## src/design/fpha_pkg.sv

```systemverilog
// Shared types and constants for the fixed-pin HPWL accumulator.
`timescale 1ns / 1ps
package fpha_pkg;

   // Fixed field widths
   localparam int WEIGHT_W    = 16;
   localparam int SCALE_W     = 32;
   localparam int SUM_W       = 64;
   localparam int TOTAL_W     = 63;
   localparam int SPAN_OUT_W  = 32;
   localparam int CSR_INDEX_W = 2;
   localparam int CSR_DATA_W  = 32;

   // Register map
   localparam logic [CSR_INDEX_W-1:0] CSR_GRID_SCALE_X = 2'd0;
   localparam logic [CSR_INDEX_W-1:0] CSR_GRID_SCALE_Y = 2'd1;

   // Grid scale of 1.0 in Q16.16
   localparam logic [SCALE_W-1:0] SCALE_RESET = 32'h0001_0000;

   // Sequencer states
   typedef enum logic [2:0] {
      ST_IDLE,
      ST_SPAN,
      ST_PROD,
      ST_ACC,
      ST_SCALE_LO,
      ST_SCALE_HI,
      ST_DONE
   } fpha_state_type;

   // Commands from the controller to the datapath
   typedef struct packed {
      logic load_pin;
      logic span;
      logic prod;
      logic acc;
      logic scale_lo;
      logic scale_hi;
      logic done;
      logic final_flag;
   } fpha_cmd_type;

   // Status from the channels to the controller
   typedef struct packed {
      logic req_valid;
      logic req_net_end;
      logic req_stream_end;
      logic out_free;
   } fpha_status_type;

endpackage

```

## src/design/fpha_ctrl.sv

```systemverilog
// Sequencer for the per-net close-out: span, weight multiply, accumulate, scale.
`timescale 1ns / 1ps
module fpha_ctrl (
   input  logic                     clock,
   input  logic                     reset,
   input  fpha_pkg::fpha_status_type status,
   output logic                     req_ready,
   output fpha_pkg::fpha_cmd_type   cmd
);
   import fpha_pkg::*;

   fpha_state_type state_ff, state_in;
   logic           final_ff, final_in;
   logic           req_fire;
   logic           closing;

   assign req_ready = (state_ff == ST_IDLE);
   assign req_fire  = status.req_valid && req_ready;
   assign closing   = status.req_net_end || status.req_stream_end;

   // State and stream-end flag registers
   always_ff @(posedge clock) begin
      if (reset) begin
         state_ff <= ST_IDLE;
         final_ff <= 1'b0;
      end else begin
         state_ff <= state_in;
         final_ff <= final_in;
      end
   end

   // Remember whether the closing pin also ends the stream
   always_comb begin
      final_in = final_ff;
      if (req_fire) begin
         final_in = status.req_stream_end;
      end
   end

   // Next state
   always_comb begin
      state_in = state_ff;
      unique case (state_ff)
         ST_IDLE: begin
            if (req_fire && closing) begin
               state_in = ST_SPAN;
            end
         end
         ST_SPAN:     state_in = ST_PROD;
         ST_PROD:     state_in = ST_ACC;
         ST_ACC:      state_in = ST_SCALE_LO;
         ST_SCALE_LO: state_in = ST_SCALE_HI;
         ST_SCALE_HI: state_in = ST_DONE;
         ST_DONE: begin
            // hold until the output register can take the result
            if (status.out_free) begin
               state_in = ST_IDLE;
            end
         end
         default:     state_in = ST_IDLE;
      endcase
   end

   // Datapath commands
   always_comb begin
      cmd            = '0;
      cmd.final_flag = final_ff;
      unique case (state_ff)
         ST_IDLE:     cmd.load_pin = req_fire;
         ST_SPAN:     cmd.span     = 1'b1;
         ST_PROD:     cmd.prod     = 1'b1;
         ST_ACC:      cmd.acc      = 1'b1;
         ST_SCALE_LO: cmd.scale_lo = 1'b1;
         ST_SCALE_HI: cmd.scale_hi = 1'b1;
         ST_DONE:     cmd.done     = status.out_free;
         default:     cmd.done     = 1'b0;
      endcase
   end

   // A closing pin always starts the close-out sequence
   a_close_starts: assert property (@(posedge clock) disable iff (reset)
      (req_fire && closing) |=> (state_ff == ST_SPAN))
      else $error("closing pin did not start the close-out sequence");

   // A result is only released into a free output register
   a_done_free: assert property (@(posedge clock) disable iff (reset)
      cmd.done |-> status.out_free)
      else $error("result released while output register full");

endmodule

```

## config.mk

```make
export PLATFORM = sky130hd
export DESIGN_NAME = fpha_ctrl
export DESIGN_NICKNAME = d
export VERILOG_FILES = /design/src/design/fpha_pkg.sv /design/src/design/fpha_ctrl.sv
export SDC_FILE = /design/constraint.sdc
export NUM_CORES = 1
export LEC_CHECK = 0
export BUFFER_PORTS_ARGS = -buffer_cell sky130_fd_sc_hd__buf_4
export CORE_AREA = 2 2 39 41
export CTS_CLUSTER_DIAMETER = 50
export CTS_CLUSTER_SIZE = 40
export DETAILED_ROUTE_END_ITERATION = 6
export DIE_AREA = 0 0 41 43
export MAX_ROUTING_LAYER = met4
export PLACE_DENSITY_LB_ADDON = 0.1
export SLEW_MARGIN = 20
export SYNTH_ARGS = -nofsm -noshare
export SYNTH_HDL_FRONTEND = slang
export SYNTH_SLANG_ARGS = --single-unit
```

## constraint.sdc

```tcl
create_clock -name clock -period 2.3 [get_ports clock]
set_input_delay 0.115 -clock clock [delete_from_list [all_inputs] [get_ports clock]]
set_output_delay 0.115 -clock clock [all_outputs]
set_load 0.01 [all_outputs]
```

==> reports/results.ini <==
[place]
place_hpwl_um = 444
io_buffers = 14
gp_congestion = 0.624

[synth]
async_flop_share = 0
ys_ff_latch = 4
synth_cell_types = 18
synth_ff_type = dfxtp_1
syn_area_per_cell_um2 = 8.96
synth_edf_count = 0
ys_top_cells_by_area = dfxtp_1 29%, nor4b_4 8.6%, nor3_1 5.4%
yosysSeqAreaShare = 0.288
yosys.area.top_type = dfxtp_1
yosys_warnings = 0
syn_area_um2 = 278
synth_top_cells_by_count = 4 x dfxtp_1, 4 x nor2_1, 3 x nor3_1
synth_top_area_share = 0.288
synthCells = 31
syn_nets = 37

[timing]
period_share = 0.578
worst_hold_slack_ns = 0.0791
setup_viol = 0
layout_min_cycle_time_ns = 1.33
slew_headroom = 0.700
rsz0062_at_grt = false
setup_tns_ns = 0
worst_slew_pin_slew_ns = 0.450
finalHoldViolCount = 0
slew_violations = 0
fmax_mhz = 753
finClkSkew_ns = 0.000306

[final_layout]
n_fill_cell = 157
nets = 51
drive_above_1_share = 0.488
final_core_util = 0.281
area_delta_synth_final_pct = 40.1
diodes = 0

[floorplan]
die_x_um = 41
core_area_um2 = 1380
rows = 14
io_pins = 15
die-area_um2 = 1760
dieHeight_um = 43
start_util = 0.201

[global_route]
antenna_found_initial = 0
grt_overflow = 0
grt_pass1_wl_um = 917
grt_use_total = 0.0804
grt_pass1_vias = 245
grt_max_degree = 13

[setup_path]
cp-start-kind = flop
crit_path_top_delay_cell = dfxtp_1
critical_path_arrival_ns = 1.21
crit_path_start = state_ff[1]$_SDFFE_PP0P_
regToRegSetupSlack_ns = 1.15
setup.worst_path.end_class = output port
worstPathRequired_ns = 2.18
r2r-end = final_ff$_SDFFE_PP0P_
max_stage_delay_ns = 0.59
crit_end = cmd[2]
r2r-start = state_ff[2]$_SDFFE_PP0P_
path_cells = and3b_2, buf_4
cp_max_fo = 12
reg2regPathDepth = 3
path_class = flop to output port

[status]
status = finished, final reports clean

[cts]
cts_inserted_buffers = 3
cts_max_path_buffers = 2
cts_sinks = 4
cts_hold_buf = 0
clkLatencyLatePin_ns = 0.23
ctsResizeCount = 0
root_buffer = clkbuf_4
ctsHtreeMaxLevel = 1
cts_tree = done
path_clk_slew_ns = 0.04
cts_setup_buffers = 0

[drt]
first_pass_iters = 2
postRouteAntennaNets = 0
wirelength_um = 576
vias_per_cell = 4.36
drc = 0
wire_per_inst_um = 9.76
drt_iter0_drc = 1
vias = 257

[run]
cap_violations = 0

[worst_hold_path]
hold_class = primary input to flop

[pwr]
leakage_nw = 0.182
powerDensity_nw_per_um2 = 594
irDropWorstVdd_v = 0.000127

[power breakdown]
| group | internal (mW) | switching (mW) |
|---|---|---|
| Sequential | 0.0755 | 0.0148 |
| Clock | 0.0582 | 0.0264 |
| Combinational | 0.0348 | 0.0214 |
[flip-flops by register name (all words and copies together), names as in the netlist]
name      count
final_ff      1
state_ff      3
[critical path, delay by kind of cell (launching register included)]
family,cells,cell delay [ns]
DFF,1,0.59
and+or+nand+nor,1,0.26
buffers and inverters,1,0.14
[final cells by class]
type | count | area (um2) | share of cell area
Multi-Input combinational cell | 22 | 161 | 0.415
Timing Repair Buffer | 14 | 105 | 0.270
Sequential cell | 4 | 80.1 | 0.206
Clock buffer | 3 | 22.5 | 0.0579
Tap cell | 16 | 20.0 | 0.0514
[worst min-delay path by stage]
stage	start	end	slack, ns	depth (start not counted)
6_report	reset	state_ff[1]$_SDFFE_PP0P_	0.08	2
5_1_grt	reset	state_ff[0]$_SDFFE_PP0P_	0.09	2
3_5_place_dp	reset	state_ff[1]$_SDFFE_PP0P_	0.32	2
3_3_place_gp	reset	final_ff$_SDFFE_PP0P_	0.32	2
2_1_floorplan	reset	state_ff[1]$_SDFFE_PP0P_	0.18	1
4_1_cts	reset	final_ff$_SDFFE_PP0P_	0.07	2
[through the flow]
step | cells | worst slack [ns] | area [um2] | total power, mW
floorplan | 31 | 1.28 | 278 | 0.129
global placement | 56 | 1.17 | 367 | 0.148
detailed placement | 56 | 1.14 | 367 | 0.148
CTS | 59 | 0.966 | 389 | 0.236
global route | 59 | 0.851 | 389 | 0.245
finish | 59 | 0.971 | 389 | 0.231
[cell usage in the layout (no fill, tap or decap)]
cell,n
dfxtp_1,4
nand2b_1,1
o21a_1,1
and3b_2,1
nor2_1,4
nand2_1,2
or2b_1,1
a21oi_1,2
nand2b_2,1
buf_4,14
nor4b_4,1
nor3_1,3
o211a_1,1
a2111oi_2,1
clkbuf_4,3
nor3b_1,2
mux2i_1,1
[logic make-up (layout without fill, tap and decap cells)]
family                 count (synthesis)  after routing  share of synthesized area
and+or+nand+nor                       16             16                      0.392
AOI/OAI and AO/OA                      5              5                      0.153
buffers and inverters                  5             17                      0.131
DFF                                    4              4                      0.288
muxes                                  1              1                     0.0360
[metal layers]
layer	vias to the layer above	wire length, um	track usage
li1	129	-	-
met1	118	224	0.0971
met2	10	293	0.103
met3	0	59	0.0314
met4	0	0	0.0600
met5	-	0	-
Power figures use the tool's default switching activity.
