## src/design/fpha_pkg.sv

```systemverilog
// Shared types and constants for the fixed-pin HPWL accumulator.
`timescale 1ns / 1ps
package fpha_pkg;

   // Fixed field widths
   localparam int WEIGHT_W    = 16;
   localparam int SCALE_W     = 32;
   localparam int SUM_W       = 64;
   localparam int TOTAL_W     = 63;
   localparam int SPAN_OUT_W  = 32;
   localparam int CSR_INDEX_W = 2;
   localparam int CSR_DATA_W  = 32;

   // Register map
   localparam logic [CSR_INDEX_W-1:0] CSR_GRID_SCALE_X = 2'd0;
   localparam logic [CSR_INDEX_W-1:0] CSR_GRID_SCALE_Y = 2'd1;

   // Grid scale of 1.0 in Q16.16
   localparam logic [SCALE_W-1:0] SCALE_RESET = 32'h0001_0000;

   // Sequencer states
   typedef enum logic [2:0] {
      ST_IDLE,
      ST_SPAN,
      ST_PROD,
      ST_ACC,
      ST_SCALE_LO,
      ST_SCALE_HI,
      ST_DONE
   } fpha_state_type;

   // Commands from the controller to the datapath
   typedef struct packed {
      logic load_pin;
      logic span;
      logic prod;
      logic acc;
      logic scale_lo;
      logic scale_hi;
      logic done;
      logic final_flag;
   } fpha_cmd_type;

   // Status from the channels to the controller
   typedef struct packed {
      logic req_valid;
      logic req_net_end;
      logic req_stream_end;
      logic out_free;
   } fpha_status_type;

endpackage

```

## src/design/fpha_axis.sv

```systemverilog
// One axis of the datapath: pin bounds, span, weighted sum and grid scaling.
`timescale 1ns / 1ps
module fpha_axis #(
   parameter int COORD_WIDTH = 32
) (
   input  logic                             clock,
   input  logic                             reset,
   input  fpha_pkg::fpha_cmd_type           cmd,
   input  logic                             pin_fixed,
   input  logic signed [COORD_WIDTH-1:0]    pin_coord,
   input  logic                             seen,
   input  logic [fpha_pkg::WEIGHT_W-1:0]    weight,
   input  logic [fpha_pkg::SCALE_W-1:0]     scale,
   output logic [fpha_pkg::SPAN_OUT_W-1:0]  span_out,
   output logic [fpha_pkg::TOTAL_W-1:0]     total
);
   import fpha_pkg::*;

   localparam int PROD_W = COORD_WIDTH + WEIGHT_W;
   localparam logic signed [COORD_WIDTH-1:0] COORD_MAX = {1'b0, {(COORD_WIDTH-1){1'b1}}};
   localparam logic signed [COORD_WIDTH-1:0] COORD_MIN = {1'b1, {(COORD_WIDTH-1){1'b0}}};

   logic signed [COORD_WIDTH-1:0] low_ff, low_in;
   logic signed [COORD_WIDTH-1:0] high_ff, high_in;
   logic [COORD_WIDTH-1:0]        span_ff;
   logic [PROD_W-1:0]             prod_ff;
   logic [SUM_W-1:0]              sum_ff, sum_in;
   logic [SUM_W-1:0]              p0_ff;
   logic [SUM_W-1:0]              p1_ff;
   logic [SUM_W:0]                sum_wide;
   logic [SCALE_W-1:0]            mul_a;
   logic [SUM_W-1:0]              mul_res;
   logic [SUM_W-1:0]              comb_sum;
   logic [SUM_W-1:0]              span_ext;

   // Bounds track the fixed pins of the open net
   always_comb begin
      low_in  = low_ff;
      high_in = high_ff;
      if (cmd.span) begin
         low_in  = COORD_MAX;
         high_in = COORD_MIN;
      end else if (cmd.load_pin && pin_fixed) begin
         if (pin_coord < low_ff) begin
            low_in = pin_coord;
         end
         if (pin_coord > high_ff) begin
            high_in = pin_coord;
         end
      end
   end

   // Saturating accumulate, cleared once the stream's last result leaves
   always_comb begin
      sum_wide = {1'b0, sum_ff} + (SUM_W + 1)'(prod_ff);
      sum_in   = sum_ff;
      if (cmd.acc) begin
         sum_in = sum_wide[SUM_W] ? {SUM_W{1'b1}} : sum_wide[SUM_W-1:0];
      end else if (cmd.done && cmd.final_flag) begin
         sum_in = '0;
      end
   end

   always_ff @(posedge clock) begin
      if (reset) begin
         low_ff  <= COORD_MAX;
         high_ff <= COORD_MIN;
         sum_ff  <= '0;
      end else begin
         low_ff  <= low_in;
         high_ff <= high_in;
         sum_ff  <= sum_in;
      end
   end

   // Shared 32x32 scale multiplier: low half first, then high half
   assign mul_a   = cmd.scale_hi ? sum_ff[SUM_W-1:SCALE_W] : sum_ff[SCALE_W-1:0];
   assign mul_res = mul_a * scale;

   // Span, weighted span and the scale partial products
   always_ff @(posedge clock) begin
      if (cmd.span) begin
         span_ff <= seen ? $unsigned(high_ff - low_ff) : '0;
      end
      if (cmd.prod) begin
         prod_ff <= PROD_W'(span_ff) * PROD_W'(weight);
      end
      if (cmd.scale_lo) begin
         p0_ff <= mul_res;
      end
      if (cmd.scale_hi) begin
         p1_ff <= mul_res;
      end
   end

   // Combine partial products: floor(sum * scale / 2^16), clamped
   assign comb_sum = {p1_ff[47:0], 16'b0} + {16'b0, p0_ff[SUM_W-1:16]};
   assign total    = ((p1_ff[SUM_W-1:47] != '0) || comb_sum[SUM_W-1])
                     ? {TOTAL_W{1'b1}} : comb_sum[TOTAL_W-1:0];

   assign span_ext = SUM_W'(span_ff);
   assign span_out = span_ext[SPAN_OUT_W-1:0];

   // The stream's last result leaves the running sum at zero
   a_sum_cleared: assert property (@(posedge clock) disable iff (reset)
      (cmd.done && cmd.final_flag) |=> (sum_ff == '0))
      else $error("running sum not cleared after stream end");

endmodule

```

## config.mk

```make
export PLATFORM = sky130hd
export DESIGN_NAME = fpha_axis
export DESIGN_NICKNAME = d
export VERILOG_FILES = /design/src/design/fpha_pkg.sv /design/src/design/fpha_axis.sv
export SDC_FILE = /design/constraint.sdc
export NUM_CORES = 2
export LEC_CHECK = 0
export ABC_CLOCK_PERIOD_IN_PS = 11300
export BUFFER_PORTS_ARGS = -buffer_cell sky130_fd_sc_hd__buf_2
export CAP_MARGIN = 20
export CORE_ASPECT_RATIO = 1.25
export CORE_MARGIN = 10
export CORE_UTILIZATION = 50
export DETAILED_ROUTE_END_ITERATION = 7
export GPL_ROUTABILITY_DRIVEN = 0
export PLACE_DENSITY = 0.68
export SYNTH_ARGS = -nofsm -noshare
export SYNTH_HDL_FRONTEND = slang
export SYNTH_SLANG_ARGS = --single-unit
```

## constraint.sdc

```tcl
create_clock -name clock -period 11.3 [get_ports clock]
set_input_delay 0.565 -clock clock [delete_from_list [all_inputs] [get_ports clock]]
set_output_delay 0.565 -clock clock [all_outputs]
set_load 0.005 [all_outputs]
```

==> results by stage <==
Outcome:
- The run finished with clean final reports.

Synth:
- The Yosys step of the flow raised 0 warnings.
- In this run, distinct cell masters in the synthesized netlist total 77.
- In this run the cell area of the synthesized design comes to 0.0677 mm^2.
- In this run the mean area of a mapped cell was 9.11 um^2.
- The synthesized netlist devotes roughly 8.5% of its cell area to compound gates.
- Of the total synthesized cell area, the portion taken by full adders, half adders and majority gates is 49.3%.
- The sequential share of the synthesized area is roughly an eighth.
- The register bit count reported by yosys is 320.
- The xor/xnor cell area share of the yosys netlist is 2.69%.
- Of all cell types, the one taking the most synthesized area is fa_1.
- The gate count of the mapped netlist is 7430.
- Sorting the synthesized cells by area gives the leading types as fa_1 39%, ha_1 10%, edfxtp_1 8.5%.
- After synthesis, the largest family of logic cells by area is adder cells.
- In the synthesized netlist, mux cells make up 0.532% of the area.
- The async set or reset register ratio after synthesis is 0%.
- In this run the biggest area consumer among cell types represents 39.0% of the synthesized area.
- Counting every net in the synthesized netlist gives 9396.
- After synthesis, the most frequently instantiated cells are 1336 x inv_1, 1317 x fa_1, 1075 x nand2_1.
- The top flip-flop cell by instance count after synthesis is edfxtp_1.
- The number of enable-type register cells in the synthesized netlist is 192.
- The fraction of the mapped netlist area in simple logic gates is 17.1%.
- In the post-synthesis netlist, the cell with the most instances is inv_1.

Layout:
- From synthesis to final layout, the design area changed by 4.80%.
- Excluding fillers, the count of instances in the completed layout stands at 9082.
- The final-stage net count is 9262.
- Of the cells placed in the final design, the portion with a size suffix greater than 1 is under 10%.

Placement:
- Buffers placed on the I/O ports in this run total 186.
- The sum of net half-perimeters after detailed placement is 154 mm.
- The number of placed instances, taps included, is 9003.

Worst setup path:
- For the worst setup path, the data required time is around 12 ns.
- The endpoint of the worst-slack reg-to-reg timing path is p1_ff[63].
- The largest single stage delay on the critical path is 0.71 ns.
- The sum of buffers and inverters on the critical path is 5.
- The kind of start point of the critical path is an input pin.
- In this run the worst path has a maximum fanout of 36.
- The setup check on the worst reg-to-reg path leaves a slack of 2.38 ns.
- The worst setup path is of the in2reg kind.
- The worst-path cell with the longest stage delay is mux2_2.
- The kind of cell adding the most delay to the critical path is adder cells.
- The cell type with the highest occurrence count on the critical path is fa_1.
- For the worst setup path, the data arrival time is 9.30 ns.
- The startpoint identified for the worst register-to-register timing path is sum_ff[40].
- Counting cells, the worst reg-to-reg path comes to 27.
- STA classifies the critical path endpoint as a register.

Routing:
- The via density per instance is 5.72.
- For this run, the detailed router's first-pass iteration total came to 6.
- In this run the remaining antenna-violating nets after routing total 0.
- Summing over every cut layer, the via total after detailed routing is 52000.
- In the routed design, unresolved DRC markers number 0.
- The first-iteration detailed-routing DRC count is slightly above 3000.
- After detailed routing, the average wire length per cell comes to 21.7 um.
- The routed design has 197 mm of wire.

Floorplan:
- Measured along the x axis, the die boundary spans between 300 and 400 um.
- For this design the top-level I/O count stands at about 190.
- Measured along the y axis, the die boundary spans 431 um.
- The floorplan row count is 150.
- The core footprint is around 0.13 mm^2.
- The initial standard-cell utilization of the core is 50.4%.
- The area of the die is ~0.15 mm^2.

Global route:
- The total grt overflow is 0.
- The wire length of the first global-routing pass is 310 mm.
- The global-route usage over all layers is 26.3%.
- The initial antenna violation count is 8.
- The pin count of the biggest net entering global routing is 96.
- The via count of the first global-routing pass came to 56500.

Timing:
- The worst clock skew is 0.0431 ns.
- Setup repair after global routing left no endpoint under its margin.
- The minimum period implied by the final worst setup slack is between 8 and 9 ns.
- The final-layout setup total negative slack is 0 ns.
- The final hold violation count is 0.
- The worst hold slack is 0.217 ns.
- The worst max-slew margin expressed relative to the limit is 25.3%.
- The number of endpoints failing setup at the final stage is 0.
- The transition time at the pin with the least slew margin is approximately 1.1 ns.
- The timing-limited maximum frequency is 112 MHz.
- In the finished design, the share of the clock period the worst path needs comes to just under 80%.
- The number of max-slew violations in the final report is 0.

CTS:
- The number of clock buffers added by TritonCTS is 39.
- The TritonCTS clock tree is done.
- The post-CTS setup buffer count is 0.
- The number of H-tree branching levels is 2.
- The hold buffer count at cts is 0.
- The library cell used as clock root buffer is clkbuf_16.
- The post-cts repair resize count is 0.
- The maximum clock path buffer count is 3.
- The later pin in the worst-skew pair is clocked with a latency of 0.63 ns.
- The clock net in this run drives a total of 320 sinks.
- After clock tree synthesis, the clock-pin slew on the worst setup and hold paths is 0.06 ns.

Min path:
- The path with the worst hold slack has its endpoint at high_ff[4].
- The critical hold path startpoint is pin_coord[4].
- The worst hold path belongs to the class in2reg.
- The worst hold path passes through 3 cells.

Job:
- The tool flagged a number of max-cap violations equal to 0.
==> per-layer routing <==
metal	share of wire [%]	track usage (%)	vias to the layer above	wire length [um]
met5	0.013	0	-	26
met4	9.0	19.5	4	17800
met3	6.1	4.32	773	12100
met2	50	46.6	2004	98600
met1	35	28.0	26400	69000
li1	-	-	22800	-
==> state kept, by name (all words and copies together), names as in the netlist <==
register and flops:
low_ff 32, p0_ff 48, sum_ff 64, p1_ff 64
prod_ff 48, span_out 32, high_ff 32
==> placed cells by master, fill, tap and decap left out, types with 8 or more instances in the layout <==
cell and count:
diode_2 8, a211oi_1 26, fa_1 1317, a31oi_1 58, nand2b_1 52, o21ai_1 62, buf_2 185, a22o_1 8
o2111ai_1 9, nand2_1 1075, nor2b_1 40, o21ai_0 164, nor3_1 67, ha_1 557, xor2_1 88, xnor2_1 120
a21o_1 160, edfxtp_1 192, nand4_1 58, dfxtp_1 128, nor2_1 127, nor4_1 15, nand3_1 92, a221oi_1 11
clkbuf_16 42, o211ai_1 17, or2_2 9, or3_1 8, mux2_2 32, o21a_1 20, o21bai_1 35, buf_4 32
and4_1 10, inv_1 1336, o31ai_1 20, and2_1 741, a21oi_1 258, and3_1 30
==> tightest hold or removal path: cells and delay by family <==
kind	cells	cell delay (ns)
AOI/OAI and AO/OA	1	0.06
buffers and inverters	1	0.12
and+or+nand+nor	1	0.05
==> stage by stage <==
step | setup slack, ns | util (%) | area [um^2]
CTS | 2.43 | 52.8 | 70900
global placement | 1.94 | 51.9 | 69600
global route | 1.87 | 52.8 | 70900
floorplan | 2.77 | - | 67700
finish | 2.36 | 52.8 | 70900
detailed placement | 1.82 | 51.9 | 69600
==> layout make-up <==
class,instances,area (um^2)
Clock inverter,20,219
Sequential cell,320,8330
Fill cell,12300,63300
Timing Repair Buffer,217,1170
Clock buffer,51,1100
Multi-Input combinational cell,5382,52900
Inverter,1336,5010
Antenna cell,8,20.0
Tap cell,1748,2190
==> cell families (layout without fill, tap and decap cells) <==
group	Yosys count	after routing
DFF	320	320
xor gates and xnor gates	208	208
adders and majority gates	1874	1874
buffers and inverters	1728	1624
AOI/OAI and AO/OA	921	921
and+or+nand+nor	2347	2347
other	0	8
muxes	32	32
==> how the worst max path moves through the flow <==
stage / endpoint / cells after the start / start / slack [ns]
CTS: p1_ff[59] / 27 / cmd[2] / 2.43
global placement: p0_ff[59] / 27 / cmd[2] / 1.94
floorplan: p0_ff[63] / 29 / cmd[2] / 2.77
global route: p0_ff[59] / 26 / cmd[2] / 1.87
finish: p0_ff[59] / 27 / cmd[2] / 2.36
detailed placement: p0_ff[63] / 27 / cmd[2] / 1.82
Power is left out: the tool's default activity adds up to more than one toggle a clock period on the data nets, which glitch-free logic cannot reach.
